## src/sv/swcrc_pkg.sv

```systemverilog
// ----------------------------------------------------------------------------
// swcrc_pkg
// Shared types, codes and constant tables of the stop-and-wait CRC-8 receiver.
// ----------------------------------------------------------------------------
`default_nettype none

package swcrc_pkg;

    localparam int HDR_LEN      = 5;
    localparam int END_MARK_LEN = 6;
    localparam int ERR_MARK_LEN = 36;

    localparam logic [15:0] POS_MAX    = 16'hFFFF;
    localparam logic [2:0]  RETRY_INIT = 3'd3;
    localparam logic [2:0]  FAIL_MAX   = 3'd7;

    // Result packing on m_tdata
    localparam int OUT_BYTE_LSB = 0;
    localparam int OUT_VERD_LSB = 8;
    localparam int OUT_SEQ_LSB  = 11;
    localparam int OUT_TDATA_W  = 32;

    typedef enum logic [2:0] {
        VERDICT_NONE    = 3'd0,
        VERDICT_ACK     = 3'd1,
        VERDICT_NACK    = 3'd2,
        VERDICT_ABORT   = 3'd3,
        VERDICT_EOT     = 3'd4,
        VERDICT_ERROR   = 3'd5,
        VERDICT_IGNORED = 3'd6
    } verdict_t;

    typedef enum logic {
        KIND_BYTE  = 1'b0,
        KIND_START = 1'b1
    } kind_t;

    // Item as queued between front and back
    typedef struct packed {
        kind_t      kind;
        logic [7:0] data_byte;
        logic       eod;
    } q_item_t;

    // Result as held in the output register
    typedef struct packed {
        logic        payload_valid;
        logic [7:0]  payload_byte;
        verdict_t    verdict;
        logic [15:0] expected_seq;
    } result_t;

    localparam logic [7:0] END_MARK [END_MARK_LEN] = '{"E", "O", "F", 8'h09, 8'h09, 8'h09};

    localparam logic [7:0] ERR_MARK [ERR_MARK_LEN] = '{
        "U", "N", "A", "B", "L", "E", "_", "T", "O", "_", "C", "O",
        "M", "P", "L", "E", "T", "E", "_", "T", "H", "E", "_", "O",
        "P", "E", "R", "A", "T", "I", "O", "N", 8'h09, 8'h09, 8'h09, 8'h0A
    };

    // Reflected CRC-8, polynomial 0x4D, table form
    localparam logic [7:0] CRC_TAB [256] = '{
        8'hea, 8'hd4, 8'h96, 8'ha8, 8'h12, 8'h2c, 8'h6e, 8'h50,
        8'h7f, 8'h41, 8'h03, 8'h3d, 8'h87, 8'hb9, 8'hfb, 8'hc5,
        8'ha5, 8'h9b, 8'hd9, 8'he7, 8'h5d, 8'h63, 8'h21, 8'h1f,
        8'h30, 8'h0e, 8'h4c, 8'h72, 8'hc8, 8'hf6, 8'hb4, 8'h8a,
        8'h74, 8'h4a, 8'h08, 8'h36, 8'h8c, 8'hb2, 8'hf0, 8'hce,
        8'he1, 8'hdf, 8'h9d, 8'ha3, 8'h19, 8'h27, 8'h65, 8'h5b,
        8'h3b, 8'h05, 8'h47, 8'h79, 8'hc3, 8'hfd, 8'hbf, 8'h81,
        8'hae, 8'h90, 8'hd2, 8'hec, 8'h56, 8'h68, 8'h2a, 8'h14,
        8'hb3, 8'h8d, 8'hcf, 8'hf1, 8'h4b, 8'h75, 8'h37, 8'h09,
        8'h26, 8'h18, 8'h5a, 8'h64, 8'hde, 8'he0, 8'ha2, 8'h9c,
        8'hfc, 8'hc2, 8'h80, 8'hbe, 8'h04, 8'h3a, 8'h78, 8'h46,
        8'h69, 8'h57, 8'h15, 8'h2b, 8'h91, 8'haf, 8'hed, 8'hd3,
        8'h2d, 8'h13, 8'h51, 8'h6f, 8'hd5, 8'heb, 8'ha9, 8'h97,
        8'hb8, 8'h86, 8'hc4, 8'hfa, 8'h40, 8'h7e, 8'h3c, 8'h02,
        8'h62, 8'h5c, 8'h1e, 8'h20, 8'h9a, 8'ha4, 8'he6, 8'hd8,
        8'hf7, 8'hc9, 8'h8b, 8'hb5, 8'h0f, 8'h31, 8'h73, 8'h4d,
        8'h58, 8'h66, 8'h24, 8'h1a, 8'ha0, 8'h9e, 8'hdc, 8'he2,
        8'hcd, 8'hf3, 8'hb1, 8'h8f, 8'h35, 8'h0b, 8'h49, 8'h77,
        8'h17, 8'h29, 8'h6b, 8'h55, 8'hef, 8'hd1, 8'h93, 8'had,
        8'h82, 8'hbc, 8'hfe, 8'hc0, 8'h7a, 8'h44, 8'h06, 8'h38,
        8'hc6, 8'hf8, 8'hba, 8'h84, 8'h3e, 8'h00, 8'h42, 8'h7c,
        8'h53, 8'h6d, 8'h2f, 8'h11, 8'hab, 8'h95, 8'hd7, 8'he9,
        8'h89, 8'hb7, 8'hf5, 8'hcb, 8'h71, 8'h4f, 8'h0d, 8'h33,
        8'h1c, 8'h22, 8'h60, 8'h5e, 8'he4, 8'hda, 8'h98, 8'ha6,
        8'h01, 8'h3f, 8'h7d, 8'h43, 8'hf9, 8'hc7, 8'h85, 8'hbb,
        8'h94, 8'haa, 8'he8, 8'hd6, 8'h6c, 8'h52, 8'h10, 8'h2e,
        8'h4e, 8'h70, 8'h32, 8'h0c, 8'hb6, 8'h88, 8'hca, 8'hf4,
        8'hdb, 8'he5, 8'ha7, 8'h99, 8'h23, 8'h1d, 8'h5f, 8'h61,
        8'h9f, 8'ha1, 8'he3, 8'hdd, 8'h67, 8'h59, 8'h1b, 8'h25,
        8'h0a, 8'h34, 8'h76, 8'h48, 8'hf2, 8'hcc, 8'h8e, 8'hb0,
        8'hd0, 8'hee, 8'hac, 8'h92, 8'h28, 8'h16, 8'h54, 8'h6a,
        8'h45, 8'h7b, 8'h39, 8'h07, 8'hbd, 8'h83, 8'hc1, 8'hff
    };

endpackage

`default_nettype wire

```

## src/sv/swcrc_front.sv

```systemverilog
// ----------------------------------------------------------------------------
// swcrc_front
// Input side: takes stream transfers, tags start commands, queues them.
// ----------------------------------------------------------------------------
`default_nettype none

module swcrc_front import swcrc_pkg::*; (
    input  wire logic       aclk,
    input  wire logic       aresetn,
    input  wire logic       s_tvalid,
    output logic            s_tready,
    input  wire logic [7:0] s_tdata,
    input  wire logic       s_tuser,
    input  wire logic       s_tlast,
    output logic            q_valid,
    output q_item_t         q_item,
    input  wire logic       q_pop
);

    q_item_t    mem_reg [2];
    logic       wr_ptr_reg, wr_ptr_next;
    logic       rd_ptr_reg, rd_ptr_next;
    logic [1:0] count_reg, count_next;
    logic       push;
    q_item_t    in_item;

    // ready comes straight from a register: queue not full
    assign s_tready = (count_reg != 2'd2);
    assign push     = s_tvalid && s_tready;

    always_comb begin
        in_item.kind      = s_tuser ? KIND_START : KIND_BYTE;
        in_item.data_byte = s_tdata;
        in_item.eod       = s_tlast;
    end

    assign q_valid = (count_reg != 2'd0);
    assign q_item  = mem_reg[rd_ptr_reg];

    always_comb begin
        wr_ptr_next = push  ? ~wr_ptr_reg : wr_ptr_reg;
        rd_ptr_next = q_pop ? ~rd_ptr_reg : rd_ptr_reg;
        count_next  = count_reg + {1'b0, push} - {1'b0, q_pop};
    end

    always_ff @(posedge aclk) begin
        if (!aresetn) begin
            wr_ptr_reg <= 1'b0;
            rd_ptr_reg <= 1'b0;
            count_reg  <= 2'd0;
        end else begin
            wr_ptr_reg <= wr_ptr_next;
            rd_ptr_reg <= rd_ptr_next;
            count_reg  <= count_next;
        end
    end

    always_ff @(posedge aclk) begin
        if (push) begin
            mem_reg[wr_ptr_reg] <= in_item;
        end
    end

endmodule

`default_nettype wire

```

## src/sv/swcrc_back.sv

```systemverilog
// ----------------------------------------------------------------------------
// swcrc_back
// Execution side: header parse, chained CRC, verdicts, output register.
// ----------------------------------------------------------------------------
`default_nettype none

module swcrc_back import swcrc_pkg::*; (
    input  wire logic       aclk,
    input  wire logic       aresetn,
    input  wire logic       q_valid,
    input  wire q_item_t    q_item,
    output logic            q_pop,
    input  wire logic       cfg_valid,
    input  wire logic [2:0] cfg_data,
    output logic            out_valid,
    output result_t         out_result,
    input  wire logic       out_ready
);

    logic [2:0]  retry_limit_reg;
    logic [15:0] pos_reg, pos_next;
    logic [15:0] len_reg, len_next;
    logic [15:0] fseq_reg, fseq_next;
    logic [7:0]  fcrc_reg, fcrc_next;
    logic [7:0]  crc_reg, crc_next;
    logic [15:0] nseq_reg, nseq_next;
    logic [2:0]  fail_reg, fail_next;
    logic [1:0]  mark_reg, mark_next;
    logic        done_reg, done_next;
    logic        out_valid_reg;
    result_t     out_reg, out_next;

    logic [15:0] pos_capped;
    logic [15:0] len_check;
    logic        complete;
    logic [7:0]  b;
    logic [2:0]  fail_inc;

    assign q_pop      = q_valid && (!out_valid_reg || out_ready);
    assign out_valid  = out_valid_reg;
    assign out_result = out_reg;
    assign b          = q_item.data_byte;

    always_comb begin
        pos_next  = pos_reg;
        len_next  = len_reg;
        fseq_next = fseq_reg;
        fcrc_next = fcrc_reg;
        crc_next  = crc_reg;
        nseq_next = nseq_reg;
        fail_next = fail_reg;
        mark_next = mark_reg;
        done_next = done_reg;
        out_next.payload_valid = 1'b0;
        out_next.payload_byte  = 8'h00;
        out_next.verdict       = VERDICT_NONE;
        pos_capped = (pos_reg < POS_MAX) ? pos_reg : (POS_MAX - 16'd1);
        len_check  = pos_capped - 16'(HDR_LEN - 1);
        complete   = 1'b0;
        fail_inc   = (fail_reg < FAIL_MAX) ? (fail_reg + 3'd1) : fail_reg;

        if (q_item.kind == KIND_START) begin
            pos_next  = 16'd0;
            crc_next  = 8'h00;
            nseq_next = 16'd0;
            fail_next = 3'd0;
            mark_next = 2'b11;
            done_next = 1'b0;
        end else if (done_reg) begin
            out_next.verdict = VERDICT_IGNORED;
        end else begin
            // marker tracking
            if (pos_reg < 16'(END_MARK_LEN) && b != END_MARK[pos_reg[2:0]]) begin
                mark_next[0] = 1'b0;
            end
            if (pos_reg < 16'(ERR_MARK_LEN) && b != ERR_MARK[pos_reg[5:0]]) begin
                mark_next[1] = 1'b0;
            end
            // header fields, then payload
            case (pos_reg)
                16'd0: len_next  = {len_reg[15:8], b};
                16'd1: len_next  = {b, len_reg[7:0]};
                16'd2: fseq_next = {fseq_reg[15:8], b};
                16'd3: fseq_next = {b, fseq_reg[7:0]};
                16'd4: fcrc_next = b;
                default: begin
                    if (pos_reg < POS_MAX && (pos_reg - 16'(HDR_LEN)) < len_reg) begin
                        out_next.payload_valid = 1'b1;
                        out_next.payload_byte  = b;
                        crc_next = CRC_TAB[crc_reg ^ b];
                    end
                end
            endcase

            complete = (pos_reg >= 16'(HDR_LEN - 1)) && (len_check >= len_next);

            if (q_item.eod) begin
                if (mark_next[0] && pos_reg >= 16'(END_MARK_LEN - 1)) begin
                    out_next.verdict = VERDICT_EOT;
                    done_next        = 1'b1;
                end else if (mark_next[1] && pos_reg >= 16'(ERR_MARK_LEN - 1)) begin
                    out_next.verdict = VERDICT_ERROR;
                    done_next        = 1'b1;
                end else if (complete && crc_next == fcrc_next && fseq_next == nseq_reg) begin
                    out_next.verdict = VERDICT_ACK;
                    fail_next        = 3'd0;
                    nseq_next        = nseq_reg + 16'd1;
                end else begin
                    fail_next = fail_inc;
                    if (fail_inc >= retry_limit_reg) begin
                        out_next.verdict = VERDICT_ABORT;
                        done_next        = 1'b1;
                    end else begin
                        out_next.verdict = VERDICT_NACK;
                    end
                end
                pos_next  = 16'd0;
                mark_next = 2'b11;
            end else if (pos_reg < POS_MAX) begin
                pos_next = pos_reg + 16'd1;
            end
        end
        out_next.expected_seq = nseq_next;
    end

    always_ff @(posedge aclk) begin
        if (!aresetn) begin
            retry_limit_reg <= RETRY_INIT;
            pos_reg         <= 16'd0;
            len_reg         <= 16'd0;
            fseq_reg        <= 16'd0;
            fcrc_reg        <= 8'h00;
            crc_reg         <= 8'h00;
            nseq_reg        <= 16'd0;
            fail_reg        <= 3'd0;
            mark_reg        <= 2'b11;
            done_reg        <= 1'b0;
            out_valid_reg   <= 1'b0;
        end else begin
            if (cfg_valid) begin
                retry_limit_reg <= cfg_data;
            end
            if (q_pop) begin
                pos_reg  <= pos_next;
                len_reg  <= len_next;
                fseq_reg <= fseq_next;
                fcrc_reg <= fcrc_next;
                crc_reg  <= crc_next;
                nseq_reg <= nseq_next;
                fail_reg <= fail_next;
                mark_reg <= mark_next;
                done_reg <= done_next;
            end
            if (q_pop) begin
                out_valid_reg <= 1'b1;
            end else if (out_ready) begin
                out_valid_reg <= 1'b0;
            end
        end
    end

    always_ff @(posedge aclk) begin
        if (q_pop) begin
            out_reg <= out_next;
        end
    end

endmodule

`default_nettype wire

```

## src/sv/stop_wait_crc_frame_receiver.sv

```systemverilog
// ----------------------------------------------------------------------------
// stop_wait_crc_frame_receiver
// Stop-and-wait datagram receiver with a chained reflected CRC-8 check.
// ----------------------------------------------------------------------------
//
//  channel   dir  handshake             content
//  s_        in   s_tvalid / s_tready   datagram byte, start command, end mark
//  m_        out  m_tvalid / m_tready   payload byte, verdict, expected seq
//  cfg_      in   cfg_valid / cfg_ready retry_limit (3 bits)
//
// One result per input transfer, one transfer per cycle sustained while the
// result side is not stalled. Path from s_ transfer to m_tvalid: a two-entry
// queue in the front part, then the back part's step (one CRC table lookup
// plus the length and sequence compares) into the output register.
// s_tready depends only on the queue fill, m_tready only on the output
// register, so a stall on one side reaches the other after the queue fills.
// Synchronous active-low reset; no clearing pass, ready the cycle after reset.
// ----------------------------------------------------------------------------
`default_nettype none

module stop_wait_crc_frame_receiver import swcrc_pkg::*; (
    input  wire logic        aclk,
    input  wire logic        aresetn,
    // input stream
    input  wire logic        s_tvalid,
    output logic             s_tready,
    input  wire logic [7:0]  s_tdata,   // [7:0] data_byte
    input  wire logic        s_tuser,   // [0] cmd (1 = start new transfer)
    input  wire logic        s_tlast,   // end_of_datagram
    // result stream
    output logic             m_tvalid,
    input  wire logic        m_tready,
    output logic [31:0]      m_tdata,   // [7:0] payload_byte, [10:8] verdict,
                                        // [26:11] expected_seq, [31:27] zero
    output logic             m_tuser,   // [0] payload_valid
    // configuration
    input  wire logic        cfg_valid,
    output logic             cfg_ready,
    input  wire logic [2:0]  cfg_data   // retry_limit
);

    q_item_t q_item;
    logic    q_valid;
    logic    q_pop;
    result_t res;

    // register write always accepted
    assign cfg_ready = 1'b1;

    swcrc_front u_front (
        .aclk     (aclk),
        .aresetn  (aresetn),
        .s_tvalid (s_tvalid),
        .s_tready (s_tready),
        .s_tdata  (s_tdata),
        .s_tuser  (s_tuser),
        .s_tlast  (s_tlast),
        .q_valid  (q_valid),
        .q_item   (q_item),
        .q_pop    (q_pop)
    );

    swcrc_back u_back (
        .aclk       (aclk),
        .aresetn    (aresetn),
        .q_valid    (q_valid),
        .q_item     (q_item),
        .q_pop      (q_pop),
        .cfg_valid  (cfg_valid),
        .cfg_data   (cfg_data),
        .out_valid  (m_tvalid),
        .out_result (res),
        .out_ready  (m_tready)
    );

    // pack result, first field lowest
    assign m_tuser = res.payload_valid;
    assign m_tdata = {5'b00000, res.expected_seq, res.verdict, res.payload_byte};

endmodule

`default_nettype wire

```

## config.mk

```make
export PLATFORM = sky130hd
export DESIGN_NAME = stop_wait_crc_frame_receiver
export DESIGN_NICKNAME = d
export VERILOG_FILES = /design/src/sv/swcrc_pkg.sv /design/src/sv/swcrc_front.sv /design/src/sv/swcrc_back.sv /design/src/sv/stop_wait_crc_frame_receiver.sv
export SDC_FILE = /design/constraint.sdc
export NUM_CORES = 1
export LEC_CHECK = 0
export BUFFER_PORTS_ARGS = -buffer_cell sky130_fd_sc_hd__buf_2
export CAP_MARGIN = 30
export CELL_PAD_IN_SITES_DETAIL_PLACEMENT = 1
export CELL_PAD_IN_SITES_GLOBAL_PLACEMENT = 1
export CORE_MARGIN = 2
export CORE_UTILIZATION = 51
export CTS_CLUSTER_SIZE = 12
export DETAILED_ROUTE_END_ITERATION = 8
export HOLD_SLACK_MARGIN = 0.02
export PLACE_DENSITY_LB_ADDON = 0.25
export SLEW_MARGIN = 20
export SYNTH_ARGS = -nofsm -noshare
export SYNTH_HDL_FRONTEND = slang
export SYNTH_SLANG_ARGS = --single-unit
export TNS_END_PERCENT = 5
```

## constraint.sdc

```tcl
create_clock -name aclk -period 8.3 [get_ports aclk]
set_input_delay 0.83 -clock aclk [delete_from_list [all_inputs] [get_ports aclk]]
set_output_delay 0.83 -clock aclk [all_outputs]
set_load 0.02 [all_outputs]
```

==> impl_results.md, run 1 <==
- Status: complete, no violations
- Syn_area_per_cell: 8.783 um^2
- Pleak: 3.703 nW
- Seq/Total Area, Yosys: 37.21%
- WL/cell: 21.17 um
- Post-synth EDFFs: 48
- Post-DR vias/cell: 6.205
- Number of synthesized register bits: 143
- Total Routing Usage GR: 30.01%
- Antenna diode count: 0
- Layout cells sized above 1: 11.65%
- Reg2Reg Capture Point: u_back.out_result[5]$_DFFE_PP_
- Worst Tran Pin Value: 1.116 ns
- Synth Flop Type: dfxtp_1
- Initial antenna violation count: 0
- Post-Synthesis Cells: 1023
- Critical path class: flip-flop to flip-flop
- Max FFs per register: 28
- Yosys warning count: 0
- Register Area: 0.003343 mm^2
- Final TNS setup: 0 ns
- Synth unique cells: 63
- PostCTS Resize Cnt: 0
- RD Place Congestion: 0.8867
- Power, Total: 0.002711 W
- Min Tclk post-route: 6.255 ns
- CTS Buf Count: 17
- Die ar.: 0.01870 mm^2
- Design Area, Final: 0.009883 mm^2
- Chip width: 136.7 um
- Detailed Place HPWL: 18930 um
- Comb pwr share: 38.9%
- Max Root-Sink Buffers: 2
- Largest net degree at the start of global routing: 73
- Sequential Power Share: 34.1%
- Tcrit/Tclk final: 75.37%
- Clk pin slew, worst setup/hold paths: 0.07 ns
- Slew Limit Fails: 0
- Rel. slew slack: 24.65%
- Internal power: 0.001607 W
- Power share of the clock group: 27.1%
- Critical Path RT: 8.50 ns
- Crit start category: flip-flop
- DRC Markers: 0
- DR iter-0 viols: 494
- CP max stage delay: 0.68 ns
- Worst vdd ir: 0.2185 mV
- CP max stage cell: dfxtp_1
- Clk_lat worst skew: 0.45 ns
- Max Clk Rate: 159.9 MHz
- Kind of end point of the critical path: flip-flop
- DP Area: 0.009321 mm^2
- Psw: 0.001104 W
- Crit Reg-Reg Startpoint: u_back.pos_reg[3]$_SDFFE_PN0P_
- Asr flop ratio synth: 0%
- Post-CTS setup buffer count: 0
- Initial Utilization: 52.13%
- Finished Layout Cells: 1272
- Sw Share: 40.73%
- Drt first pass iters: 5
- Hold_buf cts: 0
- Endpoints failing setup: 0
- Synth Cell Area: 0.008985 mm^2
- Fill count: 1983
- Area Overhead vs Synth: 9.999%
- Final Hold Viols: 0
- Antenna-violating nets left: 0
- Critical Path Source: u_back.pos_reg[3]$_SDFFE_PN0P_
- R2r setup slk: 2.04 ns
- Buffers added on ports: 47
- Crit-path cells: inv_1 -> ha_1 -> a21oi_1 -> nand3_1 -> nor3_1 -> xor2_1 -> ha_1 -> and3_1 -> a221o_1 -> nand2_1 -> o21ai_0 -> nor2_1 -> nand3_1 -> or4_1 -> a2111oi_4 -> buf_4 -> and2_1 -> a31oi_1 -> a41o_1
- Worst reg2reg path depth: 19
- Die Ht: 136.7 um
- Hold Crit Class: flip-flop to flip-flop
- CP endpoint: u_back.out_result[5]$_DFFE_PP_
- WP data arrival: 6.45 ns
- Vias in the first global route: 7911
- CTS Sinks: 143
- Via count: 7893
- Clock skew: 0.01404 ns
- First-pass GRT wire length: 42720 um
- # IOs: 54
- Worst-path fanout max: 24
- Root Driver: clkbuf_16
- Max cap viols: 0
- Total wire length: 26930 um
- FP Rows: 48
- H-tree levels: 4
- RSZ-0062 raised after global routing: no
- Power Dens Cells: 274.3 mW/mm^2
- Placed cells: 1239
- Core ar.: 0.01724 mm^2
- Area of the multi-input gates: 0.005249 mm^2
- # nets final: 1103
- GRT overflow: 0
- CTS tree: done
critical path: cells and delay by family, from the launching register on:
kind / cells / cell delay [ns]
simple gates: 8 / 2.54
compound gates: 6 / 1.43
flops: 1 / 0.68
buf+inv: 2 / 0.59
fa+ha+maj: 2 / 0.57
xor+xnor: 1 / 0.18
synthesized netlist by cell type (7+ instances only):
cell type  count  share of area [%]
xnor2_1       70                6.8
nand3_1       28                1.6
a21oi_1       41                2.3
a211oi_1      21                1.8
a21o_1         9               0.75
clkbuf_1      55                2.3
xor2_1        44                4.3
ha_1          51                7.1
nor2_1       130                5.4
and2_1         7               0.49
nand4_1       10               0.70
mux2i_1       22                2.5
edfxtp_1      48                 16
a22oi_1       57                4.8
buf_4          7               0.58
nor3_1        23                1.3
or3_1         14               0.97
and4_1         8               0.78
nand2b_1       8               0.56
dfxtp_1       95                 21
and3_1        18                1.3
or4_1         10               0.84
a31oi_1       21                1.5
mux2_2        12                1.5
nand2_1       64                2.7
nor4_1        13               0.91
inv_1         34                1.4
o21ai_0       33                1.8
how the worst min path moves through the flow:
stage | startpoint | to | slack [ns] | cells past startpoint
final | u_back.retry_limit_reg[0]$_SDFFE_PN1P_ | u_back.retry_limit_reg[0]$_SDFFE_PN1P_ | 0.50 | 2
after global routing | u_back.len_reg[0]$_SDFFE_PN0P_ | u_back.len_reg[0]$_SDFFE_PN0P_ | 0.53 | 2
after CTS | u_back.len_reg[0]$_SDFFE_PN0P_ | u_back.len_reg[0]$_SDFFE_PN0P_ | 0.51 | 2
after detailed placement | u_back.mark_reg[1]$_SDFFE_PN1P_ | u_back.mark_reg[1]$_SDFFE_PN1P_ | 0.48 | 2
after global placement | u_back.fcrc_reg[2]$_SDFFE_PN0P_ | u_back.fcrc_reg[2]$_SDFFE_PN0P_ | 0.47 | 2
after floorplan | u_back.retry_limit_reg[0]$_SDFFE_PN1P_ | u_back.retry_limit_reg[0]$_SDFFE_PN1P_ | 0.45 | 2
power by group through the flow:
stage | Sequential, W | Combinational (W) | Clock [W]
floorplan | 0.000974 | 0.000670 | 0
global placement | 0.000928 | 0.000983 | 0
detailed placement | 0.000937 | 0.00102 | 0
CTS | 0.000923 | 0.00104 | 0.000740
global route | 0.000938 | 0.00116 | 0.000772
finish | 0.000924 | 0.00105 | 0.000733
cells by family after synthesis:
| group | after synthesis | share of synthesized area, % |
|---|---|---|
| DFF | 143 | 37.21 |
| xor gates and xnor gates | 114 | 11.11 |
| adders and majority gates | 51 | 7.102 |
| other | 2 | 0.08358 |
| buffers and inverters | 107 | 4.916 |
| and+or+nand+nor | 353 | 19.13 |
| AOI/OAI and AO/OA | 219 | 16.49 |
| muxes | 34 | 3.955 |
through the flow:
stage	util [%]	hold slack, ns	setup WS [ns]
2_1_floorplan	-	0.4469	3.052
3_3_place_gp	54.08	0.4661	2.496
3_5_place_dp	54.08	0.4756	2.214
4_1_cts	57.27	0.5052	2.167
5_1_grt	57.34	0.5276	1.575
6_report	57.34	0.4998	2.045
layer usage:
layer	GRT usage (%)	part of all wire, %
met2	49.25	48
met4	12.67	3.5
met3	6.259	5.5
met5	0	0
met1	38.26	43
placed cells by master (no fill, tap or decap), types with 22 or more instances in the layout:
cell type	count
inv_1	34
o21ai_0	33
xor2_1	44
nor2_1	130
nand3_1	28
a22oi_1	57
a21oi_1	41
buf_2	47
ha_1	51
edfxtp_1	48
mux2i_1	22
nand2_1	64
dfxtp_1	95
xnor2_1	70
final cells by class:
type                       instances  share of cell area [%]
inverter                          36                   1.367
clock inverter                    14                   1.215
tap                              225                   2.848
timing repair buffer              59                   3.292
sequential                       143                   33.83
clock buffer                      18                   4.342
multi-input combinational        777                   53.11
(Power assumes the default switching activity.)
==> inputs of run 2 (changes only) <==
--- a/config.mk
+++ b/config.mk
@@ -10,7 +10,7 @@
 export CELL_PAD_IN_SITES_DETAIL_PLACEMENT = 1
 export CELL_PAD_IN_SITES_GLOBAL_PLACEMENT = 1
 export CORE_MARGIN = 2
-export CORE_UTILIZATION = 51
+export CORE_UTILIZATION = 48
 export CTS_CLUSTER_SIZE = 12
 export DETAILED_ROUTE_END_ITERATION = 8
 export HOLD_SLACK_MARGIN = 0.02
==> constraint.sdc (replaced) <==
create_clock -name aclk -period 5.8 [get_ports aclk]
set_input_delay 0.58 -clock aclk [delete_from_list [all_inputs] [get_ports aclk]]
set_output_delay 0.58 -clock aclk [all_outputs]
set_load 0.02 [all_outputs]
==> run 2 against run 1 <==
  * Clock power increased by 46%
  * Clock-buffer cell count increased by 2
  * Hold slack got worse by 0.17 ns
  * Critical endpoint is now u_back.nseq_reg[6]$_SDFFE_PN0P_
  * Maximum frequency increased by 16%
  * Critical path type unchanged
  * Clock skew decreased by 0.0029 ns
  * Cell count increased by 2.7%
  * Largest cell class unchanged
  * Routed wire length increased by 3.2%
  * Sequential share of layout area decreased by 0.73 points
  * Highest routed layer unchanged
  * Non-clock buffer count increased by 25
==> impl_results.md, run 2 (synthesized netlist as in run 1, its figures left out) <==
- Tcrit/Tclk final: 93.27% (+18 points)
- Final setup margin: 0.3903 ns (-1.654 ns)
- Final TNS setup: 0 ns (unchanged)
- Root Driver: clkbuf_16
- Power, Total: 0.003932 W (+45%)
- WP data arrival: 5.76 ns (-0.69 ns)
- Post-Place Setup Slack: 0.1095 ns (-2.104 ns)
- Initial Utilization: 48.52% (-3.6 points)
- H-tree levels: 4 (unchanged)
- Post-DR vias/cell: 6.056 (-2.4%)
- Pleak: 3.828 nW (+3.4%)
- First-pass GRT wire length: 44230 um (+3.5%)
- Area Overhead vs Synth: 12.41%
- Crit Reg-Reg Startpoint: u_back.pos_reg[0]$_SDFFE_PN0P_
- Crit start category: flip-flop
- Final Hold Viols: 0 (unchanged)
- # nets final: 1128 (+2.3%)
- Largest net degree at the start of global routing: 73 (unchanged)
- Status: complete, no violations
- Worst vdd ir: 0.2616 mV (+20%)
- Buffers added on ports: 47 (unchanged)
- Rel. slew slack: 40.54% (+16 points)
- Min Tclk post-route: 5.410 ns (-0.8457 ns)
- Max Clk Rate: 184.9 MHz (+16%)
- Antenna diode count: 0 (unchanged)
- WL/cell: 21.27 um (+0.48%)
- Core ar.: 0.01852 mm^2 (+7.4%)
- Fin Hold WS: 0.3300 ns (-0.1698 ns)
- Clk_lat worst skew: 0.44 ns (about the same)
- Max cap viols: 0 (unchanged)
- Clk pin slew, worst setup/hold paths: 0.07 ns (about the same)
- Most frequent cells in the layout: nor2_1, dfxtp_1, xnor2_1, nand2_1, a22oi_1
- HP Start: s_tdata[6]
- Clock skew: 0.01112 ns (-0.002924 ns)
- Critical path class: flip-flop to flip-flop
- Layout cells sized above 1: 13.81% (+2.2 points)
- Die ar.: 0.01983 mm^2 (+6.1%)
- Die Ht: 140.8 um (+3.0%)
- FP Rows: 50 (+4.2%)
- CTS Sinks: 143 (unchanged)
- Chip width: 140.8 um (+3.0%)
- Fill count: 2184 (+10%)
- Power Dens Cells: 389.3 mW/mm^2 (+42%)
- Detailed Place HPWL: 19990 um (+5.6%)
- CTS tree: done
- Antenna-violating nets left: 0 (unchanged)
- RD Place Congestion: 0.9014 (+1.7%)
- Worst-path fanout max: 12 (-50%)
- Drt first pass iters: 5 (unchanged)
- GRT overflow: 0 (unchanged)
- CTS Buf Count: 17 (unchanged)
- Endpoints failing setup: 0 (unchanged)
- Total wire length: 27780 um (+3.2%)
- RSZ-0062 raised after global routing: no
- Kind of end point of the critical path: flip-flop
- DR iter-0 viols: 490 (-0.81%)
- Most common cell after layout, fill and taps aside: nor2_1
- Total Routing Usage GR: 28.70% (-1.3 points)
- Worst Tran Pin Value: 0.8804 ns (-0.2352 ns)
- Critical Path RT: 6.15 ns (-2.35 ns)
- Initial antenna violation count: 2 (+2)
- Hold Crit Class: primary input to flip-flop
- DRC Markers: 0 (unchanged)
- Critical Path Source: u_back.pos_reg[0]$_SDFFE_PN0P_
- Max FFs per register: 28 (unchanged)
- Via count: 7909 (+0.20%)
- # IOs: 54 (unchanged)
- Max Root-Sink Buffers: 2 (unchanged)
- Vias in the first global route: 8124 (+2.7%)
- Slew Limit Fails: 0 (unchanged)
run 2: routing by layer:
layer / vias to the layer above / global-route usage, % / share of wire [%]
met4: 0 / 12.37 / 3.3
met5: - / 0 / 0
li1: 3737 / - / -
met2: 229 / 45.52 / 47
met1: 3883 / 38.59 / 45
met3: 60 / 5.197 / 4.9
run 2: worst paths after layout:
check	endpoint	slack (ns)	depth (start not counted)
worst min register to register	u_back.fcrc_reg[0]$_SDFFE_PN0P_	0.49	2
worst max register to register	u_back.nseq_reg[6]$_SDFFE_PN0P_	0.39	20
worst min-delay path	u_front.mem_reg[0][7]$_DFFE_PP_	0.33	1
worst max-delay path	u_back.nseq_reg[6]$_SDFFE_PN0P_	0.39	20
run 2: metrics by stage:
step	std cells	cell area, um^2	util [%]
5_1_grt	1306	10100	54.54
3_5_place_dp	1273	9509	51.35
4_1_cts	1305	10080	54.43
6_report	1306	10100	54.54
3_3_place_gp	1273	9509	51.35
2_1_floorplan	1027	9000	-
run 2: layout make-up:
type	count	area, um^2	share of cell area [%]
sequential	143	3343	33.10
clock inverter	12	101.3	1.003
clock buffer	20	467.9	4.633
timing repair buffer	84	513.0	5.079
multi-input combinational	777	5246	51.94
inverter	36	135.1	1.338
tap	234	292.8	2.899
run 2: critical path, stage by stage, from the launching register on:
cell       delay, ns
dfxtp_1         0.39
inv_1           0.27
ha_1            0.27
inv_1           0.09
a21oi_1         0.26
nand3_1         0.23
nor4_1          0.33
xor2_1          0.23
ha_1            0.27
nor2b_1         0.13
o21ai_0         0.26
nand4_1         0.21
nor2_1          0.19
buf_4           0.19
mux2i_1         0.32
xor2_1          0.16
a2111oi_4       0.54
buf_4           0.28
nand3_1         0.14
or3_1           0.38
a21oi_1         0.16
run 2: report_power, final:
part / switching [W] / internal [W] / leakage (nW) / total (W)
logic: 0.000998 / 0.000536 / 2.31 / 0.00153
registers: 0.000113 / 0.00122 / 1.24 / 0.00133
clock network: 0.000471 / 0.000594 / 0.275 / 0.00107
run 2: repair_timing:
action,in CTS,in global routing
buffers inserted,0,0
hold buffers,0,0
resized for setup,0,5
setup endpoints to repair,0,11
==> inputs of run 3 (changes only) <==
--- a/config.mk
+++ b/config.mk
@@ -11,6 +11,7 @@
 export CELL_PAD_IN_SITES_GLOBAL_PLACEMENT = 1
 export CORE_MARGIN = 2
 export CORE_UTILIZATION = 48
+export CTS_CLUSTER_DIAMETER = 150
 export CTS_CLUSTER_SIZE = 12
 export DETAILED_ROUTE_END_ITERATION = 8
 export HOLD_SLACK_MARGIN = 0.02
==> constraint.sdc (replaced) <==
create_clock -name aclk -period 5.8 [get_ports aclk]
set_input_delay 1.16 -clock aclk [delete_from_list [all_inputs] [get_ports aclk]]
set_output_delay 1.16 -clock aclk [all_outputs]
set_load 0.02 [all_outputs]
==> run 3 against run 2 <==
  * First-iteration DRC count is 7.8% higher
  * Worst setup slack improved by 0.063 ns
  * Non-clock buffer count is 3 higher
  * Highest routed layer unchanged
==> impl_results.md, run 3 (synthesized netlist as in run 1, its figures left out) <==
- H-tree levels: 4 (unchanged)
- DRC Markers: 0 (unchanged)
- RSZ-0062 raised after global routing: no
- Hold Path Sink: u_back.mark_reg[1]$_SDFFE_PN1P_
- Clk_lat worst skew: 0.44 ns (about the same)
- HP Start: u_back.mark_reg[1]$_SDFFE_PN1P_
- Finished Layout Cells: 1310 (+0.31%)
- Buffers added on ports: 47 (unchanged)
- Max Clk Rate: 187.0 MHz (+1.2%)
- Most frequent cells in the layout: nor2_1, dfxtp_1, xnor2_1, nand2_1, a22oi_1
- GRT overflow: 0 (unchanged)
- Power Dens Cells: 391.9 mW/mm^2 (+0.66%)
- DP Area: 0.009532 mm^2 (+0.24%)
- Root Driver: clkbuf_16
- Max Root-Sink Buffers: 2 (unchanged)
- Final Core Density: 54.70% (+0.16 points)
- # nets final: 1131 (+0.27%)
- Die Ht: 140.8 um (unchanged)
- DR iter-0 viols: 528 (+7.8%)
- Clk pin slew, worst setup/hold paths: 0.07 ns (about the same)
- Fill count: 2169 (-0.69%)
- Layout cells sized above 1: 14.14% (+0.33 points)
- Placed cells: 1276 (+0.24%)
- FP Rows: 50 (unchanged)
- First-pass GRT wire length: 44790 um (+1.3%)
- Critical Path RT: 6.13 ns (-0.02 ns)
- Crit Reg-Reg Startpoint: u_back.pos_reg[3]$_SDFFE_PN0P_
- Initial antenna violation count: 1 (-1)
- Worst-path fanout max: 13 (+1)
- R2r setup slk: 0.45 ns (+0.06 ns)
- Die ar.: 0.01983 mm^2 (unchanged)
- Rel. slew slack: 39.64% (-0.90 points)
- Min Tclk post-route: 5.347 ns (-0.06311 ns)
- Largest net degree at the start of global routing: 74 (+1.4%)
- Hold Crit Class: flip-flop to flip-flop
- Drt first pass iters: 6 (+1)
- Hold Path Depth: 2 (+1)
- Reg2Reg Capture Point: u_back.nseq_reg[4]$_SDFFE_PN0P_
- CTS Sinks: 143 (unchanged)
- Critical path class: flip-flop to flip-flop
- Vias in the first global route: 8135 (+0.14%)
- Antenna-violating nets left: 0 (unchanged)
- Core ar.: 0.01852 mm^2 (unchanged)
- Total wire length: 28240 um (+1.7%)
- Clock skew: 0.008149 ns (-0.002967 ns)
- Max cap viols: 0 (unchanged)
- Pleak: 3.850 nW (+0.56%)
- Area Overhead vs Synth: 12.74%
- Post-DR vias/cell: 6.119 (+1.0%)
- Via count: 8016 (+1.4%)
- WL/cell: 21.56 um (+1.4%)
- Worst reg2reg path depth: 20 (unchanged)
- # IOs: 54 (unchanged)
- Final TNS setup: 0 ns (unchanged)
- Crit start category: flip-flop
- CTS Buf Count: 17 (unchanged)
- Initial Utilization: 48.52% (unchanged)
- Worst vdd ir: 0.2625 mV (+0.37%)
- Design Area, Final: 0.01013 mm^2 (+0.30%)
- Endpoints failing setup: 0 (unchanged)
- Most common cell after layout, fill and taps aside: nor2_1
- Max FFs per register: 28 (unchanged)
- Chip width: 140.8 um (unchanged)
- Kind of end point of the critical path: flip-flop
- Slew Limit Fails: 0 (unchanged)
- Status: complete, no violations
- Tcrit/Tclk final: 92.18% (-1.1 points)
- Final Hold Viols: 0 (unchanged)
- Detailed Place HPWL: 20200 um (+1.0%)
- Worst Tran Pin Value: 0.9054 ns (+0.02498 ns)
- WP data arrival: 5.67 ns (-0.09 ns)
- CTS tree: done
- RD Place Congestion: 0.8985 (-0.32%)
- Power, Total: 0.003969 W (+0.96%)
- Total Routing Usage GR: 28.98% (+0.27 points)
==> run 3: cell count changes in the layout (fill, tap and decap cells not counted) <==
cell        before  now
buf_4           37   40
inv_8            1    4
inv_4            0    2
diode_2          0    1
clkinvlp_4       2    1
nor2_1         130  129
inv_6            5    3
clkbuf_8         1    0
and2_1           7    8
and2_0           1    0
clkinv_2         1    0
nor2_2           0    1
==> run 3: routing by layer <==
metal / vias to the layer above / wire length (um) / track usage (%)
li1: 3755 / - / -
met1: 3997 / 12690 / 38.56
met2: 211 / 13430 / 47.11
met3: 53 / 1398 / 5.639
met4: 0 / 731 / 10.47
met5: - / 0 / 0
==> run 3: worst max path at each step <==
stage | from | endpoint | slack (ns) | depth (start not counted)
2_1_floorplan | u_back.pos_reg[13]$_SDFFE_PN0P_ | u_back.out_result[3]$_DFFE_PP_ | 0.55 | 22
3_3_place_gp | u_back.pos_reg[0]$_SDFFE_PN0P_ | u_back.out_result[11]$_DFFE_PP_ | 0.41 | 20
3_5_place_dp | u_back.pos_reg[0]$_SDFFE_PN0P_ | u_back.out_result[11]$_DFFE_PP_ | 0.05 | 20
4_1_cts | u_back.pos_reg[0]$_SDFFE_PN0P_ | u_back.out_result[11]$_DFFE_PP_ | 0.03 | 20
5_1_grt | u_back.pos_reg[3]$_SDFFE_PN0P_ | u_back.nseq_reg[7]$_SDFFE_PN0P_ | 0.01 | 21
6_report | u_back.pos_reg[3]$_SDFFE_PN0P_ | u_back.nseq_reg[4]$_SDFFE_PN0P_ | 0.45 | 20
==> run 3: critical path: stages (launching register included) <==
cell and delay [ns]:
dfxtp_1 0.35, buf_4 0.21, or2_2 0.37, nor3_1 0.21, nand2_1 0.18, or4_1 0.51
nor3_1 0.20, xor2_1 0.20, ha_1 0.26, and4_1 0.23, nand3_1 0.14, o21ai_1 0.11
nor2_1 0.18, nand3_1 0.10, or4_1 0.59, a2111oi_4 0.37, buf_4 0.21, buf_4 0.16
and2_1 0.25, o21ai_0 0.16, a22o_1 0.25
==> run 3: per-stage QoR <==
step	setup slack, ns	hold slack, ns
after floorplan	0.5522	0.4469
after global placement	0.4106	0.4663
after detailed placement	0.05401	0.4756
after CTS	0.03115	0.4909
after global routing	0.01460	0.5105
final	0.4534	0.4849
==> run 3: timing repair <==
action                     4_1_cts  5_1_grt
hold buffers                     0        0
setup endpoints to repair        0       37
buffers inserted                 0        1
gates resized for setup          0        7
==> run 3: layout make-up <==
class	count	area, um^2	area share (%)
multi-input combinational	777	5249	51.82
sequential	143	3343	33.00
tap	234	292.8	2.890
inverter	36	135.1	1.334
antenna	1	2.502	0.02470
timing repair buffer	87	535.5	5.287
clock buffer	19	454.2	4.484
clock inverter	13	117.6	1.161
==> run 3: where the power goes <==
part / switching [W] / internal, W / total (W)
clock: 0.000502 / 0.000591 / 0.00109
sequential: 0.000108 / 0.00122 / 0.00133
combinational: 0.00101 / 0.000537 / 0.00155
